**config.mk**
```make
export PLATFORM = sky130hd
export DESIGN_NAME = regular_grid_block_partitioner_unit
export DESIGN_NICKNAME = d
export VERILOG_FILES = /design/src/rtl/core/rgbp_pkg.sv /design/src/rtl/core/rgbp_front.sv /design/src/rtl/core/rgbp_div.sv /design/src/rtl/core/rgbp_back.sv /design/src/rtl/core/regular_grid_block_partitioner_unit.sv
export VERILOG_INCLUDE_DIRS = /design/src /design/src/rtl/core
export SDC_FILE = /design/constraint.sdc
export NUM_CORES = 2
export LEC_CHECK = 0
export ABC_AREA = 1
export BUFFER_PORTS_ARGS = -buffer_cell sky130_fd_sc_hd__buf_2
export CAP_MARGIN = 10
export CORE_AREA = 2 2 279 281
export DETAILED_ROUTE_END_ITERATION = 7
export DIE_AREA = 0 0 281 283
export PLACE_DENSITY_LB_ADDON = 0.15
export SETUP_SLACK_MARGIN = 0.02
export SYNTH_ARGS = -nofsm -noshare
export SYNTH_HDL_FRONTEND = slang
export SYNTH_SLANG_ARGS = --single-unit
export TNS_END_PERCENT = 10
```
**constraint.sdc**
```tcl
create_clock -name clk -period 12.47 [get_ports clk]
set_clock_uncertainty 0.05 [all_clocks]
set_input_delay 0.6235 -clock clk [delete_from_list [all_inputs] [get_ports clk]]
set_output_delay 0.6235 -clock clk [all_outputs]
set_load 0.1 [all_outputs]
```
**src/rtl/core/regular_grid_block_partitioner_unit_assert.svh**
```systemverilog
// Assertion macros shared by the block partitioner RTL.
// Included by modules that carry concurrent checks; needs a clk and rst in scope.
`ifndef REGULAR_GRID_BLOCK_PARTITIONER_UNIT_ASSERT_SVH
`define REGULAR_GRID_BLOCK_PARTITIONER_UNIT_ASSERT_SVH
`ifndef SYNTHESIS
// Property holds at every clock edge outside reset.
`define RGBP_ASSERT(lbl, prop, msg) \
  lbl: assert property (@(posedge clk) disable iff (rst) prop) else $error(msg);
// Condition never holds outside reset.
`define RGBP_NEVER(lbl, cond, msg) \
  `RGBP_ASSERT(lbl, !(cond), msg)
`else
`define RGBP_ASSERT(lbl, prop, msg)
`define RGBP_NEVER(lbl, cond, msg)
`endif
`endif

```
**src/rtl/core/rgbp_pkg.sv**
```systemverilog
// Package for the block partitioner: widths, register indexes, types.
// No dependencies; used by every module of the block.
package rgbp_pkg;

  localparam int CoordW = 16;
  localparam int CntW   = 7;
  localparam int IdW    = 6;
  localparam int NDims  = 4;
  localparam int AddrW  = 3;

  localparam logic [AddrW-1:0] RegNumDims   = 3'd0;
  localparam logic [AddrW-1:0] RegDomain0   = 3'd1;
  localparam logic [AddrW-1:0] RegDomain1   = 3'd2;
  localparam logic [AddrW-1:0] RegDomain2   = 3'd3;
  localparam logic [AddrW-1:0] RegDomain3   = 3'd4;
  localparam logic [AddrW-1:0] RegNumBlocks = 3'd5;
  localparam logic [AddrW-1:0] RegNumRanks  = 3'd6;

  typedef struct packed {
    logic [2:0]                   num_dims;
    logic [NDims-1:0][CoordW-1:0] domain_size;
    logic [CntW-1:0]              num_blocks;
    logic [CntW-1:0]              num_ranks;
  } cfg_t;

  typedef struct packed {
    logic [NDims-1:0][CoordW-1:0] extent;
    logic [NDims-1:0][CoordW-1:0] start;
    logic [IdW-1:0]               local_id;
    logic [IdW-1:0]               global_id;
  } result_t;

  typedef enum logic [3:0] {
    S_IDLE, S_TEST, S_TEST_W, S_SPLIT, S_SPLIT_W, S_TAIL, S_ENUM, S_EMPTY
  } state_t;

endpackage

```
**src/rtl/core/rgbp_front.sv**
```systemverilog
// Front end: accepts rank requests into a two-entry queue.
// Depends on rgbp_pkg.
module rgbp_front (
  input  logic                     clk,
  input  logic                     rst,
  input  logic                     in_valid,
  output logic                     in_ready,
  input  logic [rgbp_pkg::IdW-1:0] in_rank,
  output logic                     q_valid,
  input  logic                     q_pop,
  output logic [rgbp_pkg::IdW-1:0] q_rank
);

  logic [rgbp_pkg::IdW-1:0] mem [2];
  logic                     wr_ptr;
  logic                     rd_ptr;
  logic [1:0]               count;
  logic                     push;
  logic                     pop;

  assign in_ready = (count != 2'd2);
  assign q_valid  = (count != 2'd0);
  assign q_rank   = mem[rd_ptr];
  assign push     = in_valid && in_ready;
  assign pop      = q_pop && q_valid;

  // Queue storage.
  always_ff @(posedge clk) begin
    if (push) begin
      mem[wr_ptr] <= in_rank;
    end
  end

  // Pointers and fill count.
  always_ff @(posedge clk) begin
    if (rst) begin
      wr_ptr <= 1'b0;
      rd_ptr <= 1'b0;
      count  <= 2'd0;
    end else begin
      if (push) wr_ptr <= ~wr_ptr;
      if (pop) rd_ptr <= ~rd_ptr;
      count <= count + {1'b0, push} - {1'b0, pop};
    end
  end

endmodule

```
**src/rtl/core/rgbp_div.sv**
```systemverilog
// Restoring divider, one quotient bit per cycle, 16-bit by 7-bit.
// Depends on rgbp_pkg.
module rgbp_div (
  input  logic                        clk,
  input  logic                        rst,
  input  logic                        start,
  input  logic [rgbp_pkg::CoordW-1:0] dividend,
  input  logic [rgbp_pkg::CntW-1:0]   divisor,
  output logic                        busy,
  output logic                        done,
  output logic [rgbp_pkg::CoordW-1:0] quotient,
  output logic [rgbp_pkg::CntW-1:0]   remainder
);

  logic [rgbp_pkg::CntW-1:0]   acc;
  logic [rgbp_pkg::CoordW-1:0] quo;
  logic [rgbp_pkg::CntW-1:0]   dv;
  logic [3:0]                  cnt;
  logic [rgbp_pkg::CntW:0]     shifted;
  logic [rgbp_pkg::CntW:0]     diff;
  logic                        fits;

  assign shifted   = {acc, quo[rgbp_pkg::CoordW-1]};
  assign diff      = shifted - {1'b0, dv};
  assign fits      = (shifted >= {1'b0, dv});
  assign quotient  = quo;
  assign remainder = acc;

  // Datapath: shift in one dividend bit, subtract when it fits.
  always_ff @(posedge clk) begin
    if (start) begin
      acc <= '0;
      quo <= dividend;
      dv  <= divisor;
      cnt <= '0;
    end else if (busy) begin
      acc <= fits ? diff[rgbp_pkg::CntW-1:0] : shifted[rgbp_pkg::CntW-1:0];
      quo <= {quo[rgbp_pkg::CoordW-2:0], fits};
      cnt <= cnt + 4'd1;
    end
  end

  // Control.
  always_ff @(posedge clk) begin
    if (rst) begin
      busy <= 1'b0;
      done <= 1'b0;
    end else begin
      done <= 1'b0;
      if (start) begin
        busy <= 1'b1;
      end else if (busy && cnt == 4'd15) begin
        busy <= 1'b0;
        done <= 1'b1;
      end
    end
  end

endmodule

```
**src/rtl/core/rgbp_back.sv**
```systemverilog
// Back end: factors the block count, splits dimensions, then walks the lattice.
// Depends on rgbp_pkg, rgbp_div and the assertion macro header.
`include "regular_grid_block_partitioner_unit_assert.svh"
module rgbp_back (
  input  logic                     clk,
  input  logic                     rst,
  input  rgbp_pkg::cfg_t           cfg,
  input  logic                     q_valid,
  output logic                     q_pop,
  input  logic [rgbp_pkg::IdW-1:0] q_rank,
  output logic                     o_valid,
  input  logic                     o_ready,
  output rgbp_pkg::result_t        o_data,
  output logic                     o_final,
  output logic                     o_empty
);

  localparam int CW = rgbp_pkg::CoordW;
  localparam int KW = rgbp_pkg::CntW;
  localparam int IW = rgbp_pkg::IdW;
  localparam int ND = rgbp_pkg::NDims;

  rgbp_pkg::state_t state, state_next;

  logic [IW-1:0] rank;
  logic [2:0]    nd;
  logic [KW-1:0] np;
  logic [KW-1:0] total;
  logic [KW-1:0] rem;
  logic [KW-1:0] rem_q;
  logic [KW-1:0] j;
  logic [KW-1:0] p;
  logic [1:0]    best;
  logic [1:0]    best_c;
  logic [1:0]    dcnt;
  logic [IW-1:0] g;
  logic [KW-1:0] gm;
  logic [IW-1:0] lid;
  logic          found;

  logic [KW-1:0] lat  [ND];
  logic [CW-1:0] bs0  [ND];
  logic [CW-1:0] ds   [ND];
  logic [CW-1:0] tail [ND];
  logic [IW-1:0] idx  [ND];
  logic [CW-1:0] st   [ND];

  logic          div_start;
  logic [CW-1:0] div_a;
  logic [KW-1:0] div_b;
  logic          div_busy;
  logic          div_done;
  logic [CW-1:0] div_q;
  logic [KW-1:0] div_r;

  logic          slot_free;
  logic          owned;
  logic          last_g;
  logic          emit;
  logic          advance;
  logic [KW:0]   next_own;
  logic [2:0]    nd_c;
  logic [KW-1:0] nb_c;
  logic [KW-1:0] lat_mul;
  logic [CW+KW-1:0] tail_mul;
  logic [ND:0]   carry;

  rgbp_div u_div (
    .clk      (clk),
    .rst      (rst),
    .start    (div_start),
    .dividend (div_a),
    .divisor  (div_b),
    .busy     (div_busy),
    .done     (div_done),
    .quotient (div_q),
    .remainder(div_r)
  );

  // Clamp the configuration into range.
  always_comb begin
    nd_c = cfg.num_dims;
    if (nd_c == 3'd0) nd_c = 3'd1;
    if (nd_c > 3'(ND)) nd_c = 3'(ND);
    nb_c = cfg.num_blocks;
    if (nb_c == '0) nb_c = KW'(1);
    if (nb_c > KW'(64)) nb_c = KW'(64);
  end

  // Dimension with the largest block size, ties to the lowest index.
  always_comb begin
    best_c = 2'd0;
    for (int d = 1; d < ND; d++) begin
      if (3'(d) < nd && bs0[d] > bs0[best_c]) best_c = 2'(d);
    end
  end

  assign slot_free = !o_valid || o_ready;
  assign owned     = (gm == {1'b0, rank});
  assign last_g    = ({1'b0, g} == total - KW'(1));
  assign next_own  = {2'b0, g} + {1'b0, np};
  assign lat_mul   = KW'(lat[best] * p);
  assign tail_mul  = bs0[dcnt] * (lat[dcnt] - KW'(1));
  assign advance   = (state == rgbp_pkg::S_ENUM) && (slot_free || !owned);

  // Odometer carry chain over the lattice indexes.
  always_comb begin
    carry[0] = 1'b1;
    for (int d = 0; d < ND; d++) begin
      carry[d+1] = carry[d] && ({1'b0, idx[d]} == lat[d] - KW'(1));
    end
  end

  // Next state.
  always_comb begin
    state_next = state;
    case (state)
      rgbp_pkg::S_IDLE:    if (q_valid) begin
                             state_next = (nb_c == KW'(1)) ? rgbp_pkg::S_TAIL
                                                           : rgbp_pkg::S_TEST;
                           end
      rgbp_pkg::S_TEST:    state_next = rgbp_pkg::S_TEST_W;
      rgbp_pkg::S_TEST_W:  if (div_done) begin
                             state_next = (div_r == '0) ? rgbp_pkg::S_SPLIT
                                                        : rgbp_pkg::S_TEST;
                           end
      rgbp_pkg::S_SPLIT:   state_next = rgbp_pkg::S_SPLIT_W;
      rgbp_pkg::S_SPLIT_W: if (div_done) begin
                             state_next = (rem_q == KW'(1)) ? rgbp_pkg::S_TAIL
                                                            : rgbp_pkg::S_TEST;
                           end
      rgbp_pkg::S_TAIL:    if (dcnt == 2'(ND - 1)) state_next = rgbp_pkg::S_ENUM;
      rgbp_pkg::S_ENUM:    if (advance && last_g) begin
                             state_next = (found || owned) ? rgbp_pkg::S_IDLE
                                                           : rgbp_pkg::S_EMPTY;
                           end
      rgbp_pkg::S_EMPTY:   if (slot_free) state_next = rgbp_pkg::S_IDLE;
      default:             state_next = rgbp_pkg::S_IDLE;
    endcase
  end

  // Control outputs.
  always_comb begin
    q_pop     = 1'b0;
    div_start = 1'b0;
    div_a     = {{(CW-KW){1'b0}}, rem};
    div_b     = j;
    emit      = 1'b0;
    case (state)
      rgbp_pkg::S_IDLE:  q_pop = q_valid;
      rgbp_pkg::S_TEST:  div_start = 1'b1;
      rgbp_pkg::S_SPLIT: begin
        div_start = 1'b1;
        div_a     = bs0[best_c];
        div_b     = p;
      end
      rgbp_pkg::S_ENUM:  emit = owned && slot_free;
      rgbp_pkg::S_EMPTY: emit = slot_free;
      default: ;
    endcase
  end

  always_ff @(posedge clk) begin
    if (rst) state <= rgbp_pkg::S_IDLE;
    else     state <= state_next;
  end

  // Working registers.
  always_ff @(posedge clk) begin
    case (state)
      rgbp_pkg::S_IDLE: if (q_valid) begin
        rank  <= q_rank;
        nd    <= nd_c;
        np    <= (cfg.num_ranks == '0) ? KW'(1) : cfg.num_ranks;
        total <= nb_c;
        rem   <= nb_c;
        j     <= KW'(2);
        dcnt  <= '0;
        for (int d = 0; d < ND; d++) begin
          ds[d]  <= cfg.domain_size[d];
          lat[d] <= KW'(1);
          bs0[d] <= (3'(d) < nd_c) ? cfg.domain_size[d] : CW'(1);
        end
      end
      rgbp_pkg::S_TEST_W: if (div_done) begin
        if (div_r == '0) begin
          p     <= j;
          rem_q <= div_q[KW-1:0];
        end else begin
          j <= j + KW'(1);
        end
      end
      rgbp_pkg::S_SPLIT: best <= best_c;
      rgbp_pkg::S_SPLIT_W: if (div_done) begin
        bs0[best] <= div_q;
        lat[best] <= lat_mul;
        rem       <= rem_q;
        j         <= p;
      end
      rgbp_pkg::S_TAIL: begin
        tail[dcnt] <= ds[dcnt] - tail_mul[CW-1:0];
        dcnt       <= dcnt + 2'd1;
        g     <= '0;
        gm    <= '0;
        lid   <= '0;
        found <= 1'b0;
        for (int d = 0; d < ND; d++) begin
          idx[d] <= '0;
          st[d]  <= '0;
        end
      end
      rgbp_pkg::S_ENUM: if (advance) begin
        g  <= g + IW'(1);
        gm <= (gm + KW'(1) == np) ? '0 : gm + KW'(1);
        if (owned) begin
          lid   <= lid + IW'(1);
          found <= 1'b1;
        end
        for (int d = 0; d < ND; d++) begin
          if (carry[d]) begin
            if (carry[d+1]) begin
              idx[d] <= '0;
              st[d]  <= '0;
            end else begin
              idx[d] <= idx[d] + IW'(1);
              st[d]  <= st[d] + bs0[d];
            end
          end
        end
      end
      default: ;
    endcase
  end

  // Output register.
  always_ff @(posedge clk) begin
    if (rst) begin
      o_valid <= 1'b0;
    end else if (emit) begin
      o_valid <= 1'b1;
    end else if (o_ready) begin
      o_valid <= 1'b0;
    end
  end

  always_ff @(posedge clk) begin
    if (emit) begin
      if (state == rgbp_pkg::S_EMPTY) begin
        o_data  <= '0;
        o_final <= 1'b1;
        o_empty <= 1'b1;
      end else begin
        o_data.global_id <= g;
        o_data.local_id  <= lid;
        o_final          <= (next_own >= {1'b0, total});
        o_empty          <= 1'b0;
        for (int d = 0; d < ND; d++) begin
          if (3'(d) < nd) begin
            o_data.start[d]  <= st[d];
            o_data.extent[d] <= ({1'b0, idx[d]} == lat[d] - KW'(1)) ? tail[d] : bs0[d];
          end else begin
            o_data.start[d]  <= '0;
            o_data.extent[d] <= CW'(1);
          end
        end
      end
    end
  end

  `RGBP_ASSERT(a_empty_is_final, o_valid && o_empty |-> o_final, "empty result not final")
  `RGBP_NEVER(a_div_overlap, div_start && div_busy, "divider restarted while busy")
  `RGBP_ASSERT(a_emit_free, emit |-> slot_free, "result loaded over a pending one")
  `RGBP_ASSERT(a_enum_range, state == rgbp_pkg::S_ENUM |-> {1'b0, g} < total,
               "block walk past lattice")

endmodule

```
**src/rtl/core/regular_grid_block_partitioner_unit.sv**
```systemverilog
// Regular grid block partitioner: configuration registers, front queue, back engine.
// Depends on rgbp_pkg, rgbp_front, rgbp_back.
//
// Usage: write num_dims, domain sizes, num_blocks and num_ranks through cfg_we,
// cfg_addr and cfg_wdata while the block is idle. Each beat on the s_ channel
// carries a rank id; the m_ channel returns one beat per block owned by that
// rank in row-major order, tlast on the final beat. A rank that owns nothing
// gets one beat with tuser and tlast high and zero data.
// Setup: each factoring step runs the serial divider once per trial divisor and
// once per split; a single block skips the divider, and a prime block count such
// as 61 needs the most trial divisors. The lattice walk then visits every block,
// up to 64. The back engine handles one request at a time; the two-entry input
// queue keeps accepting requests meanwhile until it is full.
// Reset clears the queue, the engine and the output register, and loads the
// register defaults (3 dims, 64x64x64x1, 1 block, 1 rank).
// When m_tready is low, the finished beat waits in the output register and
// the walk stops at the next block owned by the rank until it is taken.
module regular_grid_block_partitioner_unit (
  input  logic         clk,
  input  logic         rst,
  input  logic         cfg_we,
  input  logic [2:0]   cfg_addr,
  input  logic [15:0]  cfg_wdata,
  input  logic         s_tvalid,
  output logic         s_tready,
  input  logic [7:0]   s_tdata,   // [5:0] rank_id, [7:6] zero
  output logic         m_tvalid,
  input  logic         m_tready,
  output logic [143:0] m_tdata,   // global_id, local_id, start_0..3, extent_0..3, zero pad
  output logic         m_tlast,   // final_block
  output logic         m_tuser    // no_blocks
);

  rgbp_pkg::cfg_t            cfg;
  logic                      q_valid;
  logic                      q_pop;
  logic [rgbp_pkg::IdW-1:0]  q_rank;
  rgbp_pkg::result_t         res;

  // Configuration registers.
  always_ff @(posedge clk) begin
    if (rst) begin
      cfg.num_dims       <= 3'd3;
      cfg.domain_size[0] <= 16'd64;
      cfg.domain_size[1] <= 16'd64;
      cfg.domain_size[2] <= 16'd64;
      cfg.domain_size[3] <= 16'd1;
      cfg.num_blocks     <= 7'd1;
      cfg.num_ranks      <= 7'd1;
    end else if (cfg_we) begin
      case (cfg_addr)
        rgbp_pkg::RegNumDims:   cfg.num_dims       <= cfg_wdata[2:0];
        rgbp_pkg::RegDomain0:   cfg.domain_size[0] <= cfg_wdata;
        rgbp_pkg::RegDomain1:   cfg.domain_size[1] <= cfg_wdata;
        rgbp_pkg::RegDomain2:   cfg.domain_size[2] <= cfg_wdata;
        rgbp_pkg::RegDomain3:   cfg.domain_size[3] <= cfg_wdata;
        rgbp_pkg::RegNumBlocks: cfg.num_blocks     <= cfg_wdata[6:0];
        rgbp_pkg::RegNumRanks:  cfg.num_ranks      <= cfg_wdata[6:0];
        default: ;
      endcase
    end
  end

  rgbp_front u_front (
    .clk     (clk),
    .rst     (rst),
    .in_valid(s_tvalid),
    .in_ready(s_tready),
    .in_rank (s_tdata[5:0]),
    .q_valid (q_valid),
    .q_pop   (q_pop),
    .q_rank  (q_rank)
  );

  rgbp_back u_back (
    .clk    (clk),
    .rst    (rst),
    .cfg    (cfg),
    .q_valid(q_valid),
    .q_pop  (q_pop),
    .q_rank (q_rank),
    .o_valid(m_tvalid),
    .o_ready(m_tready),
    .o_data (res),
    .o_final(m_tlast),
    .o_empty(m_tuser)
  );

  assign m_tdata = {4'd0, res};

endmodule

```
==> flow_summary.ini <==
[run_status]
run_status = complete, no violations

[route]
post_drt_via_cell_ratio = 5.44
firstDrtPassIters = 6
drt_iter0_markers = 2847
finalWirelength_mm = 112
post-route-drc-count = 0
detail-route-antenna-nets = 0
detail_route.wl_per_cell_um = 21.1
routed-via-count = 28892

[cts]
cts_tree = built
postCtsSetupBuffers = 0
cts-buffers-inserted = 75
clockRootBuffer = clkbuf_16
cts_resized = 0
cts.htree.levels = 3
insertion_delay_ns = 0.64
number_of_sinks_on_the_clock_net = 666
clk_pin_slew_ns = 0.07
cts_hold_buffers = 0
cts_max_path_buffers = 3

[yosys]
synth_enable_flop_cells = 560
post_synth_main_area_contributors = edfxtp_1, ha_1, nand2_1
cell_type_with_the_highest_aggregate_area_in_the_netlist = edfxtp_1
ys_seq_elements = 666
ys.warnings.count = 0
synthDistinctLibCells = 60
netlist.area_leader.share = 0.444
ys_seq_area_frac = 0.500
syn_avg_cell_area_sq_um = 9.38
asyncSetResetFlopFracSynth = 0
synth_flop_cell = edfxtp_1
post_synth_instance_area_sq_um = 37900
post_synth_inst_count = 4040

[sta]
layout_worst_path_cycle_share = 0.685
worst_slew_pin_slew_ns = 1.11
timing.final.hold_violations = 0
finalMaxSlewViolations = 0
final-setup-viol-count = 0
setup-tns-final_ns = 0
finalWorstPathRequiredPeriod_ns = 8.54
fmax_mhz = 117
setup_repair_after_global_routing_missed_its_margin = false
timing.max_slew.rel_slack = 0.261

[placed_design]
routabilityCongestion = 0.985
dpl.hpwl_mm = 83.8
port-buffer-count = 173

[floorplanning]
die_w_um = 281
io_pins = 180
placementRows = 102
chipHeight_um = 283
initial_core_util = 0.494
floorplan.core_area_sq_um = 76700
fp.dieArea_sq_um = 79500

[final_layout]
fillerInstances = 6919
sequential_area_sq_um = 18900
area_delta_synth_final_pct = 11.6
num-nets-final = 4556
area_used_by_multi_input_combinational_logic_sq_um = 16300
drive_gt1_frac = 0.0977

[grt]
initial_antenna_violation_count = 3
maximum_number_of_pins_on_one_net_before_global_route_repair = 78
first_pass_grt_wire_length_mm = 167
gr-usage-all-layers = 0.281
first_global_vias = 27236
grt-ovfl-total = 0

[worst_setup_path]
cp_data_arrival_time_ns = 8.79
timing.critical_path.fanout_max = 43
critical_path.max_stage_delay_ns = 0.74
worst-setup-path-type = reg -> reg
setup.worst_path.end_class = flop
timing.critical_path.slowest_stage_cell = xor2_1
timing.critical_path.required_ns = 12.72
worstSetupStartpointType = flop

[flow_run]
max-cap-violations = 0

[min_path]
hold_class = in -> reg
cell families after synthesis:
logic type | synth area share
buffers and inverters | 0.0719
adders and majority gates | 0.126
other | 0.0000989
AOI/OAI and AO/OA | 0.0986
and+or+nand+nor | 0.171
DFF | 0.500
xor gates and xnor gates | 0.0333
final timing paths:
| kind | startpoint | end | slack [ns] | cells past startpoint |
|---|---|---|---|---|
| setup reg to reg | flop | u_back.tail[2][13] | 3.93 | 29 |
| setup / recovery | flop | u_back.tail[2][13] | 3.93 | 29 |
| hold reg to reg | cfg[33] | u_back.ds[1][3] | 0.40 | 0 |
| hold / removal | s_tdata[2] | u_front.mem[1][2] | 0.13 | 1 |
stage by stage:
step	std cells	worst slack, ns	area, sq um	hold WS, ns	utilization
6_report	5307	3.93	42300	0.135	0.551
3_3_place_gp	5169	4.14	39900	0.384	0.520
4_1_cts	5306	3.99	42300	0.103	0.551
2_1_floorplan	4043	4.79	37900	0.370	-
3_5_place_dp	5169	4.03	39900	0.386	0.520
5_1_grt	5307	3.55	42300	0.121	0.551
layout make-up:
class                      count  area share
clock inverter                36     0.00799
timing repair buffer         220      0.0288
sequential                   666       0.448
tap                         1040      0.0308
antenna                        1   0.0000592
multi-input combinational   2676       0.385
inverter                     567      0.0504
clock buffer                 101      0.0492
synth_stat cells (4+ instances only):
library cell / n
buf_6: 5
nand2_2: 12
o21ai_0: 228
clkbuf_1: 87
a211oi_1: 56
dfxtp_1: 106
or2_2: 29
a31oi_1: 7
buf_4: 6
o21a_1: 18
buf_2: 26
o21bai_1: 4
fa_1: 104
o22ai_1: 21
nand2_1: 630
a32o_1: 11
buf_1: 10
ha_1: 214
a21boi_0: 11
edfxtp_1: 560
a21o_1: 11
inv_2: 7
o21ai_2: 13
xnor2_1: 48
nor3b_1: 9
o211ai_1: 10
a22oi_1: 4
nor3_1: 35
a32oi_1: 5
o21ai_1: 28
xor2_1: 96
a21oi_1: 201
inv_1: 560
nor4_1: 7
nand4_1: 32
nor2_1: 621
nand3b_1: 5
nand3_1: 167
o31ai_1: 6
metal layers:
| layer | vias to the layer above | track usage | routed length [um] |
|---|---|---|---|
| met5 | - | 0 | 16 |
| met4 | 2 | 0.120 | 5090 |
| met3 | 221 | 0.0458 | 9200 |
| met2 | 1118 | 0.449 | 51400 |
| met1 | 13734 | 0.378 | 46300 |
| li1 | 13817 | - | - |
layout by cell type (no fill, tap or decap), drive strengths merged, types with 22 or more instances in the layout:
cell type  count
a211oi        56
nor2         626
buf          220
or2           30
a21oi        202
dfxtp        106
clkinv        22
nor3          36
nand2        643
xnor2         48
o21ai        269
edfxtp       560
inv          573
clkbuf       101
xor2          96
nand3        170
fa           104
nand4         34
ha           214
critical path, delay by kind of cell, from the launching register on:
kind            cells  cell delay (ns)
fa+ha+maj           8             3.40
buf+inv             8             1.89
simple gates       11             1.45
xor+xnor            1             0.74
flops               1             0.31
compound gates      1             0.30
registers in the layout (all words and copies together), names as in the netlist, 12 cells and up, named ones only:
register / cells
u_back.idx: 24
u_back.u_div.quotient: 16
u_back.tail: 64
u_front.mem: 12
cfg: 81
u_back.ds: 64
u_back.st: 64
u_back.lat: 28
u_back.o_data: 140
u_back.bs0: 64
Power is not shown: default switching activity piles up to over one toggle a cycle in this logic, so the estimate is an artifact.
